File: src/sv/vpce_pkg.sv
// Shared types, codes and saturation helpers for the particle constraint engine.
// No dependencies; every other file imports this package.
package vpce_pkg;

  localparam int POS_W  = 32;
  localparam int IM_W   = 24;
  localparam int DAMP_W = 17;
  localparam int GRAV_W = 18;
  localparam int REST_W = 31;
  localparam int STIF_W = 17;
  localparam int IDX_W  = 10;
  localparam int SIG_W  = 66;
  localparam int SQ_IN_W  = 63;
  localparam int SQ_OUT_W = 32;
  localparam int DV_N_W   = 50;
  localparam int DV_D_W   = 33;
  localparam int WBITS    = 16;

  typedef enum logic [1:0] {
    MODE_WRITE = 2'd0,
    MODE_INTEG = 2'd1,
    MODE_JOINT = 2'd2,
    MODE_READ  = 2'd3
  } mode_t;

  localparam logic [1:0] STAT_OK     = 2'd0;
  localparam logic [1:0] STAT_PINNED = 2'd1;
  localparam logic [1:0] STAT_SKIP   = 2'd2;
  localparam logic [1:0] STAT_SAT    = 2'd3;

  localparam logic CFG_DAMPING = 1'b0;
  localparam logic CFG_GRAVITY = 1'b1;

  typedef enum logic [3:0] {
    S_IDLE, S_FETCH, S_DISPATCH, S_ISUM, S_JSQ, S_JROOT, S_JDIV,
    S_JT, S_JC, S_JWA, S_JWB, S_DONE
  } state_t;

  typedef struct packed {
    logic signed [POS_W-1:0] pos_x;
    logic signed [POS_W-1:0] pos_y;
    logic signed [POS_W-1:0] prv_x;
    logic signed [POS_W-1:0] prv_y;
    logic        [IM_W-1:0]  im;
  } particle_t;

  function automatic logic signed [POS_W-1:0] sat32(input logic signed [SIG_W-1:0] v);
    logic signed [SIG_W-1:0] hi;
    logic signed [SIG_W-1:0] lo;
    hi = SIG_W'(64'sh7FFF_FFFF);
    lo = -SIG_W'(64'sh8000_0000);
    if (v > hi) return 32'sh7FFF_FFFF;
    if (v < lo) return 32'sh8000_0000;
    return v[POS_W-1:0];
  endfunction

  function automatic logic ovf32(input logic signed [SIG_W-1:0] v);
    logic signed [SIG_W-1:0] hi;
    logic signed [SIG_W-1:0] lo;
    hi = SIG_W'(64'sh7FFF_FFFF);
    lo = -SIG_W'(64'sh8000_0000);
    return (v > hi) || (v < lo);
  endfunction

endpackage

File: src/sv/vpce_div.sv
// Restoring unsigned divider, one quotient bit per cycle.
// Depends on vpce_pkg for widths.
module vpce_div import vpce_pkg::*; (
  input  logic              clk,
  input  logic              rst_n,
  input  logic              start,
  input  logic [DV_N_W-1:0] dividend,
  input  logic [DV_D_W-1:0] divisor,
  output logic              done,
  output logic [DV_N_W-1:0] quot
);

  logic              busy_r;
  logic              done_r;
  logic [5:0]        cnt_r;
  logic [DV_N_W-1:0] dvd_r;
  logic [DV_N_W-1:0] quot_r;
  logic [DV_D_W-1:0] dvs_r;
  logic [DV_D_W-1:0] rem_r;
  logic [DV_D_W:0]   trial;
  logic              fits;

  assign trial = {rem_r, dvd_r[DV_N_W-1]};
  assign fits  = trial >= {1'b0, dvs_r};

  always_ff @(posedge clk) begin
    if (!rst_n) begin
      busy_r <= 1'b0;
      done_r <= 1'b0;
      cnt_r  <= '0;
    end else begin
      done_r <= 1'b0;
      if (start) begin
        busy_r <= 1'b1;
        cnt_r  <= 6'(DV_N_W - 1);
      end else if (busy_r) begin
        cnt_r <= cnt_r - 6'd1;
        if (cnt_r == 6'd0) begin
          busy_r <= 1'b0;
          done_r <= 1'b1;
        end
      end
    end
  end

  always_ff @(posedge clk) begin
    if (start) begin
      dvd_r  <= dividend;
      dvs_r  <= divisor;
      rem_r  <= '0;
      quot_r <= '0;
    end else if (busy_r) begin
      dvd_r  <= {dvd_r[DV_N_W-2:0], 1'b0};
      quot_r <= {quot_r[DV_N_W-2:0], fits};
      rem_r  <= fits ? DV_D_W'(trial - {1'b0, dvs_r}) : trial[DV_D_W-1:0];
    end
  end

  assign done = done_r;
  assign quot = quot_r;

endmodule

File: config.mk
export PLATFORM = sky130hd
export DESIGN_NAME = vpce_div
export DESIGN_NICKNAME = d
export VERILOG_FILES = /design/src/sv/vpce_pkg.sv /design/src/sv/vpce_div.sv
export SDC_FILE = /design/constraint.sdc
export NUM_CORES = 1
export LEC_CHECK = 0
export CAP_MARGIN = 20
export CORE_AREA = 2 2 126 128
export CTS_CLUSTER_SIZE = 28
export DETAILED_ROUTE_END_ITERATION = 10
export DIE_AREA = 0 0 128 130
export DONT_BUFFER_PORTS = 1
export GPL_ROUTABILITY_DRIVEN = 0
export HOLD_SLACK_MARGIN = 0.03
export PLACE_DENSITY_LB_ADDON = 0.12
export SETUP_SLACK_MARGIN = 0.3
export SYNTH_ARGS = -nofsm -noshare
export SYNTH_HDL_FRONTEND = slang
export SYNTH_SLANG_ARGS = --single-unit
File: constraint.sdc
create_clock -name clk -period 2.88 [get_ports clk]
set_clock_uncertainty 0.1 [all_clocks]
set_input_delay 0.576 -clock clk [delete_from_list [all_inputs] [get_ports clk]]
set_output_delay 0.576 -clock clk [all_outputs]
set_load 0.005 [all_outputs]
==> results.toml <==
[floorplan]
start_util_pct = 56.3
num_io_pins = 137
die-width_um = 128
num_rows = 46
design.core.area_mm2 = 0.0154
die_y_um = 130
die_area_mm2 = 0.0166

[synth]
seq_area_frac_synth_pct = 49.7
synth_enable_flop_cells = 83
ys_ff_latch = 174
synthesis.nets = 934
synthArstFlopShare_pct = 0
yosysWarnings = 0
synthesis.area_mm2 = 0.00868
synth-main-ff-cell = "dfxtp_1"
syn_avg_cell_area_um2 = 10.7
synthCells = 813
synth.distinct_cells = 72

[sta]
setup_violations = 0
period_share_pct = 99.1
worst_pin_slew_ps = 688
layout_min_cycle_time_ps = 2850
clock.fmax_mhz = 350
rsz0062_at_grt = "true"
drv_slew = 0
max_slew_margin_pct = 53.7
hold_viol_final = 0
whs_ps = 113

[detailed_routing]
drt-wirelength-per-cell_um = 17.4
dr_total_vias = 5974
postRouteAntennaNets = 0
via_per_inst = 5.78
drt_iter0_markers = 443
post-route-drc-count = 0
wl_um = 18000
drt-pass1-iter-count = 5

[pwr]
ir_worst_vdd_mv = 0.592
powerDensity_mw_per_mm2 = 622
power_w = 0.00606
leakage_nw = 3.88

[worst_setup_path]
crit_path_end_kind = "flip-flop"
r2r_start = "dvd_r[49]$_DFFE_PP_"
reg2reg_slack_ps = 30
crit_required_ps = 3110
crit_path_start = "dvd_r[49]$_DFFE_PP_"
path_class = "reg2reg"
critPathLaunchType = "flip-flop"
worst_ep_arrival_time_ps = 3090
cp_max_fo = 8

[global_route]
grt_pass1_wl_um = 28300
met3_usage_pct = 6.48
grt_usage_pct = 21.4
grtUsageMet2_pct = 33.9
antenna_found_initial = 0
top_usage_layer = "met2"
grt_pass1_vias = 5705
grt_max_degree = 175
overflow = 0
met1_usage_pct = 28.6

[cts]
cts.sinks = 174
clockBufferDepth = 2
insertion_delay_ps = 430
path_clk_slew_ps = 70
cts_hold_buf = 0
root_buffer = "clkbuf_16"
cts_tree = "built"
h-tree-depth = 4
cts-buffers-inserted = 17

[final_layout]
final_nets = 950
areaGrowthSynthToFinish_pct = 12.2
layout-drive-gt1-share_pct = 18.8
final_core_util_pct = 63.1
antenna_cells = 0

[outcome]
status = "finished clean"

[placement]
hpwl_um = 12100
io_buffers = 0

[worst_hold_path]
min_from = "start"
min_path_type = "in2reg"

[flow_run]
drv_cap = 0
-- through the flow --
step	worst slack [ps]	setup TNS [ps]	area, µm²	instances
after floorplan	42.3	0	8690	813
after global placement	21.1	0	8980	995
after detailed placement	-97.1	-1000	8980	995
after CTS	32.1	0	9620	1033
after global routing	-104	-1980	9740	1034
final	26.5	0	9740	1034
-- logic make-up (layout without fill, tap and decap cells) --
group           Yosys count  count (layout)  synth area share, %
xor+xnor                 30              30                 3.03
flops                   174             174                 49.7
compound gates          157             157                 12.5
mux                     114             114                 13.9
buf+inv                  84             111                 4.27
fa+ha+maj                35              35                 5.13
simple gates            219             221                 11.5
-- report_power, final --
part	internal, W	switching [W]	total [W]
combinational	0.000452	0.000521	0.000973
clock	0.00120	0.00103	0.00224
sequential	0.00277	0.0000805	0.00285
total	0.00443	0.00163	0.00606
-- worst max-delay path, cell delays in order, from the launching register on --
cell and delay (ps):
edfxtp_1 390, inv_1 80, ha_2 180, inv_2 40
fa_2 330, a21o_1 180, a221o_2 370, nand3_2 80
and4_4 270, o211ai_4 110, and2_4 270, mux2i_1 150
a211oi_1 230
-- cell usage after synthesis (3+ instances only) --
library cell | instances | area share (%)
nor2_1 | 105 | 4.5
o211ai_1 | 4 | 0.35
o21ai_1 | 6 | 0.35
or3_1 | 4 | 0.29
xor2_1 | 14 | 1.4
dfxtp_1 | 91 | 21
o21ai_0 | 15 | 0.87
a311oi_1 | 8 | 0.81
o31ai_1 | 3 | 0.26
a31oi_1 | 11 | 0.79
and3_1 | 7 | 0.50
o22ai_1 | 4 | 0.29
buf_2 | 7 | 0.40
ha_1 | 34 | 4.9
nand2b_1 | 8 | 0.58
a211o_1 | 3 | 0.30
nand2_1 | 49 | 2.1
mux2i_1 | 65 | 7.5
nand3_1 | 9 | 0.52
clkbuf_1 | 19 | 0.82
xnor2_1 | 16 | 1.6
o21a_1 | 10 | 0.87
a211oi_1 | 19 | 1.6
edfxtp_1 | 83 | 29
nor3_1 | 5 | 0.29
nand4_1 | 6 | 0.43
a21oi_1 | 34 | 2.0
mux2_2 | 49 | 6.4
inv_1 | 40 | 1.7
buf_1 | 12 | 0.52
a21o_1 | 19 | 1.6
and2_1 | 3 | 0.22
nor2b_1 | 5 | 0.36
-- final cells by class --
| class | instances | area (µm²) |
|---|---|---|
| clock inverters | 14 | 135 |
| clock buffers | 18 | 439 |
| flip-flops and latches | 174 | 4320 |
| inverters | 41 | 154 |
| multi-input cells | 557 | 4140 |
| fillers | 1298 | 5690 |
| repair buffers | 38 | 309 |
| well taps | 192 | 240 |
-- registers in the layout, indices dropped and copies added, names as in the netlist --
name	flops
rem_r	33
done	1
cnt_r	6
dvs_r	33
quot	50
dvd_r	50
busy_r	1
-- path summary, 6_finish.rpt --
path | end | cells after the start
worst min register to register | rem_r[23]$_SDFFE_PP0P_ | 2
worst max register to register | rem_r[21]$_SDFFE_PP0P_ | 12
worst max-delay path | rem_r[21]$_SDFFE_PP0P_ | 12
worst min-delay path | rem_r[26]$_SDFFE_PP0P_ | 1
-- layer usage --
| layer | wire (µm) | share of wire (%) | vias up |
|---|---|---|---|
| li1 | - | - | 2968 |
| met1 | 8210 | 46 | 2831 |
| met2 | 8420 | 47 | 156 |
| met3 | 1070 | 6.0 | 19 |
| met4 | 255 | 1.4 | 0 |
| met5 | 0 | 0 | - |
-- placed cells by master (no fill, tap or decap), types with 6 or more instances in the layout --
| master | netlist | layout |
|---|---|---|
| xor2_1 | 14 | 14 |
| nand3_1 | 9 | 9 |
| inv_1 | 40 | 39 |
| a311oi_1 | 8 | 6 |
| o21a_1 | 10 | 10 |
| xnor2_1 | 16 | 16 |
| mux2_2 | 49 | 49 |
| a21oi_1 | 34 | 33 |
| nand2_1 | 49 | 45 |
| clkbuf_16 | 0 | 17 |
| ha_1 | 34 | 32 |
| buf_4 | 1 | 34 |
| nand2b_1 | 8 | 7 |
| mux2i_1 | 65 | 64 |
| o21ai_0 | 15 | 13 |
| a21o_1 | 19 | 19 |
| a31oi_1 | 11 | 10 |
| nand4_1 | 6 | 6 |
| edfxtp_1 | 83 | 83 |
| a211oi_1 | 19 | 17 |
| and3_1 | 7 | 7 |
| dfxtp_1 | 91 | 90 |
| nor2_1 | 105 | 105 |
-- what timing repair did --
item / CTS / global route
buffers inserted: 4 / 1
pin swaps: 20 / 11
gates cloned: 2 / 0
setup endpoints to repair: 34 / 34
resized for setup: 10 / 24
(Power assumes the default switching activity.)
