$ cat src/sv/vpce_pkg.sv
// Shared types, codes and saturation helpers for the particle constraint engine.
// No dependencies; every other file imports this package.
package vpce_pkg;

  localparam int POS_W  = 32;
  localparam int IM_W   = 24;
  localparam int DAMP_W = 17;
  localparam int GRAV_W = 18;
  localparam int REST_W = 31;
  localparam int STIF_W = 17;
  localparam int IDX_W  = 10;
  localparam int SIG_W  = 66;
  localparam int SQ_IN_W  = 63;
  localparam int SQ_OUT_W = 32;
  localparam int DV_N_W   = 50;
  localparam int DV_D_W   = 33;
  localparam int WBITS    = 16;

  typedef enum logic [1:0] {
    MODE_WRITE = 2'd0,
    MODE_INTEG = 2'd1,
    MODE_JOINT = 2'd2,
    MODE_READ  = 2'd3
  } mode_t;

  localparam logic [1:0] STAT_OK     = 2'd0;
  localparam logic [1:0] STAT_PINNED = 2'd1;
  localparam logic [1:0] STAT_SKIP   = 2'd2;
  localparam logic [1:0] STAT_SAT    = 2'd3;

  localparam logic CFG_DAMPING = 1'b0;
  localparam logic CFG_GRAVITY = 1'b1;

  typedef enum logic [3:0] {
    S_IDLE, S_FETCH, S_DISPATCH, S_ISUM, S_JSQ, S_JROOT, S_JDIV,
    S_JT, S_JC, S_JWA, S_JWB, S_DONE
  } state_t;

  typedef struct packed {
    logic signed [POS_W-1:0] pos_x;
    logic signed [POS_W-1:0] pos_y;
    logic signed [POS_W-1:0] prv_x;
    logic signed [POS_W-1:0] prv_y;
    logic        [IM_W-1:0]  im;
  } particle_t;

  function automatic logic signed [POS_W-1:0] sat32(input logic signed [SIG_W-1:0] v);
    logic signed [SIG_W-1:0] hi;
    logic signed [SIG_W-1:0] lo;
    hi = SIG_W'(64'sh7FFF_FFFF);
    lo = -SIG_W'(64'sh8000_0000);
    if (v > hi) return 32'sh7FFF_FFFF;
    if (v < lo) return 32'sh8000_0000;
    return v[POS_W-1:0];
  endfunction

  function automatic logic ovf32(input logic signed [SIG_W-1:0] v);
    logic signed [SIG_W-1:0] hi;
    logic signed [SIG_W-1:0] lo;
    hi = SIG_W'(64'sh7FFF_FFFF);
    lo = -SIG_W'(64'sh8000_0000);
    return (v > hi) || (v < lo);
  endfunction

endpackage

$ cat src/sv/vpce_sqrt.sv
// Iterative integer square root, two radicand bits per cycle.
// Depends on vpce_pkg for widths.
module vpce_sqrt import vpce_pkg::*; (
  input  logic                clk,
  input  logic                rst_n,
  input  logic                start,
  input  logic [SQ_IN_W-1:0]  n,
  output logic                done,
  output logic [SQ_OUT_W-1:0] root
);

  logic        busy_r;
  logic        done_r;
  logic [4:0]  cnt_r;
  logic [63:0] n_r;
  logic [63:0] r_r;
  logic [63:0] bit_r;
  logic [63:0] trial;

  assign trial = r_r + bit_r;

  always_ff @(posedge clk) begin
    if (!rst_n) begin
      busy_r <= 1'b0;
      done_r <= 1'b0;
      cnt_r  <= '0;
    end else begin
      done_r <= 1'b0;
      if (start) begin
        busy_r <= 1'b1;
        cnt_r  <= 5'd31;
      end else if (busy_r) begin
        cnt_r <= cnt_r - 5'd1;
        if (cnt_r == 5'd0) begin
          busy_r <= 1'b0;
          done_r <= 1'b1;
        end
      end
    end
  end

  always_ff @(posedge clk) begin
    if (start) begin
      n_r   <= {1'b0, n};
      r_r   <= '0;
      bit_r <= 64'h4000_0000_0000_0000;
    end else if (busy_r) begin
      if (n_r >= trial) begin
        n_r <= n_r - trial;
        r_r <= (r_r >> 1) + bit_r;
      end else begin
        r_r <= r_r >> 1;
      end
      bit_r <= bit_r >> 2;
    end
  end

  assign done = done_r;
  assign root = r_r[SQ_OUT_W-1:0];

endmodule

$ cat config.mk
export PLATFORM = sky130hd
export DESIGN_NAME = vpce_sqrt
export DESIGN_NICKNAME = d
export VERILOG_FILES = /design/src/sv/vpce_pkg.sv /design/src/sv/vpce_sqrt.sv
export SDC_FILE = /design/constraint.sdc
export NUM_CORES = 1
export LEC_CHECK = 0
export ABC_CLOCK_PERIOD_IN_PS = 9700
export BUFFER_PORTS_ARGS = -buffer_cell sky130_fd_sc_hd__buf_2
export CORE_ASPECT_RATIO = 2
export CORE_MARGIN = 1
export CORE_UTILIZATION = 40
export CTS_CLUSTER_DIAMETER = 80
export DETAILED_ROUTE_END_ITERATION = 8
export GPL_TIMING_DRIVEN = 0
export PLACE_DENSITY_LB_ADDON = 0.08
export RECOVER_POWER = 25
export SLEW_MARGIN = 20
export SYNTH_ARGS = -nofsm -noshare
export SYNTH_HDL_FRONTEND = slang
export SYNTH_SLANG_ARGS = --single-unit
$ cat constraint.sdc
create_clock -name clk -period 9.7 [get_ports clk]
set_input_delay 0.97 -clock clk [delete_from_list [all_inputs] [get_ports clk]]
set_output_delay 0.97 -clock clk [all_outputs]
set_load 0.02 [all_outputs]
==> flow_results.org <==
** Layout
- Area occupied by multi-input gates :: 10900 um2
- Total number of nets in the final design :: around 2300
- Area growth from synthesis to final layout :: 11.3%
- Proportion of layout cells with a drive suffix above 1 :: 0.104
- The finished layout holds about 2700 standard cells, fillers aside.
- After routing the design area is 17500 um2.
- Filler instances :: 4070
- Across the whole layout, storage elements account for slightly below 4000 um2.

** Setup path
- STA classifies the critical path endpoint as a flop.
- In this run the worst setup path begins at r_r[2].
- For the worst setup path, the data required time is between 9 and 10 ns.
- Of all nets on the critical path, the largest fanout is 21.
- At the worst endpoint, the arrival time is 6.95 ns.
- STA classifies the critical path startpoint as a flop.
- Type of the worst setup path :: reg -> reg
- The worst register-to-register path begins at r_r[2].

** Synthesis
- After synthesis, the cell types taking the most area are dfxtp_1 13%, edfxtp_1 12%, ha_1 11%.
- Fraction of registers with async set or reset after synthesis :: 0
- Most frequently used cell type in the post-synthesis netlist :: nand2_1
- Most instantiated cells after synthesis :: 267 x nand2_1, 179 x o21ai_0, 178 x nor2_1
- Of all cell types, the one taking the most synthesized area is dfxtp_1.
- Synthesis Warnings :: 0
- Number of flops mapped to enable cells by yosys :: 63
- Total of flip-flops plus latches after synthesis :: about 170
- In this run, distinct cell masters in the synthesized netlist total 87.
- Of the post-synthesis cell area, the dominant cell type holds 0.132.
- Post-Synthesis Mean Instance Area :: 7.83 um2
- Counting every net in the synthesized netlist gives approximately 2200.
- Top FF cell, synth :: dfxtp_1
- The synthesized netlist occupies a cell area of 15700 um2.
- Sequential area share after synthesis :: 0.253
- Synthesis produced a netlist whose cell count is 2009.

** CTS
- H-tree levels :: 4
- TritonCTS built the clock tree.
- Setup Fix Bufs, Post-CTS :: 0
- Post-CTS repair changed the size of 0 cells.
- Number of clock sinks :: ~170
- Counting along the longest clock path gives a buffer depth of 2.
- Buffers inserted to repair hold after CTS numbered 0.
- Num CTS Buffers :: 17
- Buffer cell driving the clock tree root :: clkbuf_16
- Clock latency on the worst-skew pair, taken at its later pin, is 0.47 ns.
- Clock transition at path regs :: about 0.080 ns

** Floorplan
- The floorplan step defined a core boundary enclosing 38700 um2.
- For this configuration, the core starts out at a cell density of 0.407.
- Die height :: 282 um
- I/O pin count :: 99
- Die area :: about 40000 um2
- Die span in x :: ~140 um
- Row cnt :: 102

** GRT
- Global routing usage on met2 :: 0.609
- After global routing, the most crowded layer is met2.
- In the global route stage, met1 resource usage came out at 0.282.
- The number of global-route vias before repair was around 16000.
- Entering global routing, the biggest net connects 22 pins.
- Initial antenna violation count :: 1
- Global routing usage summed across all routing layers :: 0.318
- The first global-routing pass estimated ~93000 um of wire.
- In the global route stage, met3 resource usage came out at 0.0415.
- Global routing finished with a remaining overflow of 0.

** Route
- Number of antenna-violating nets in the routed design :: 0
- For this block, the initial DRC count from the detailed router was 746.
- Routed WL :: 62800 um
- Vias per cell :: 5.95
- In the final routed layout, each cell accounts on average for ~24 um.
- Before antenna repair, the detailed router went through 7 iterations.
- Summing over every cut layer, the via total after detailed routing is 15800.
- Post-route DRC violation count :: 0

** Timing
- Worst Clk Skew :: 0.0202 ns
- Final Hold Viols :: 0
- Setup violations remaining at the end of the flow were counted as 0.
- Headroom to the max-slew limit came out at 0.165.
- Fin Hold WS :: 0.478 ns
- Post-layout worst setup margin :: just under 3 ns
- Timing would allow up to 148 MHz.
- Setup repair after global routing left no endpoint under its margin.
- Min Tclk post-route :: 6.78 ns
- Summed over all failing endpoints, the final setup total negative slack is 0 ns.
- Dividing the final minimum period by the clock period gives 0.699.
- For the pin with the worst max-slew slack, the measured transition is 1.25 ns.
- The number of max-slew violations in the final report came to 0.

** Placed design
- After detailed placement, the design holds a cell count of 2630.
- Port Buf Inserts :: 98
- Final weighted congestion in routability-driven placement :: slightly above 0.9
- Placed wire-length estimate after detailed placement :: 50600 um
- Summing all placed instances gives a cell area of approximately 17000 um2.
- OpenSTA, run right after detailed placement, puts the worst setup slack at 3.06 ns.

** Run
- Total of max-cap violations :: 0

** Power
- The analysis attributes to cell leakage a power of 6.67 nW.
- For this design the ratio of total power to cell area is 290 nW/um2.
- Maximum vdd drop :: 0.179 mV

** Outcome
- The flow ran to the end, and the final reports show no timing, DRC or antenna violations.

** Hold path
- Type of the most critical hold path :: reg -> reg
- Hold path start :: n_r[63]
routing by layer:
metal,share of wire,routed length [um]
met4,0.10,6260
met5,0,0
met2,0.54,33600
met1,0.33,20600
met3,0.036,2260
final timing paths:
kind / to / slack (ns) / cells past startpoint
worst max register to register: n_r[30] / 2.92 / 21
worst max-delay path: n_r[30] / 2.92 / 21
worst min-delay path: n_r[63] / 0.48 / 2
worst min register to register: n_r[63] / 0.48 / 2
critical path: stages, from the launching register on:
cell and delay [ns]:
dfxtp_1 0.39, ha_1 0.38, a21o_1 0.15, a31oi_1 0.14, o31ai_1 0.68, a31oi_1 0.27, o21ai_1 0.45, a311o_1 0.35
a31oi_2 0.21, nor4_1 0.29, o31ai_2 0.11, xor2_1 0.17, ha_1 0.28, clkbuf_1 0.32, nand3_1 0.15, nor3_1 0.23
nand2_1 0.24, o31a_4 0.47, buf_6 0.19, o21ai_4 0.50, buf_8 0.25, buf_16 0.18
through the flow:
step | power (mW) | utilization
after floorplan | 3.33 | -
after global placement | 4.33 | 0.436
final | 5.08 | 0.453
after CTS | 5.06 | 0.453
after detailed placement | 4.34 | 0.438
after global routing | 5.41 | 0.453
placed cells by master (no fill, tap or decap), types with 40 or more instances in the layout:
cell / netlist / final
xnor2_1: 88 / 88
nand4_1: 43 / 43
ha_1: 132 / 132
clkbuf_1: 70 / 90
nor2_1: 178 / 178
mux2i_1: 41 / 41
buf_2: 17 / 97
inv_1: 48 / 48
dfxtp_1: 104 / 104
a21o_1: 43 / 43
xor2_1: 73 / 73
a21oi_1: 138 / 138
edfxtp_1: 63 / 63
a31oi_1: 69 / 69
nand3_1: 40 / 40
o21ai_0: 179 / 178
nand2_1: 267 / 267
cells by family (layout without fill, tap and decap cells):
logic type / Yosys count / count (layout) / share of synthesized area
fa+ha+maj: 133 / 133 / 0.106
other cells: 0 / 1 / 0
simple gates: 671 / 671 / 0.193
mux: 44 / 44 / 0.0282
xor+xnor: 161 / 161 / 0.0897
flops: 167 / 167 / 0.253
compound gates: 653 / 653 / 0.275
buf+inv: 180 / 313 / 0.0556
registers in the layout, indices dropped and copies added (netlist names):
register,cells
cnt_r,5
n_r,64
r_r,64
bit_r,32
busy_r,1
done,1
power by group:
group / internal [mW] / switching [mW] / total, mW / leakage (nW)
combinational: 1.16 / 2.07 / 3.24 / 4.91
sequential: 0.971 / 0.161 / 1.13 / 1.48
clock: 0.362 / 0.346 / 0.708 / 0.278
area by class of cell:
| cell class | instances | share of cell area |
|---|---|---|
| Buffer | 132 | 0.0397 |
| Timing Repair Buffer | 101 | 0.0307 |
| Tap cell | 520 | 0.0372 |
| Clock inverter | 13 | 0.00786 |
| Antenna cell | 1 | 0.000143 |
| Multi-Input combinational cell | 1662 | 0.622 |
| Sequential cell | 167 | 0.227 |
| Clock buffer | 19 | 0.0247 |
| Inverter | 48 | 0.0103 |
(Power assumes the default switching activity.)
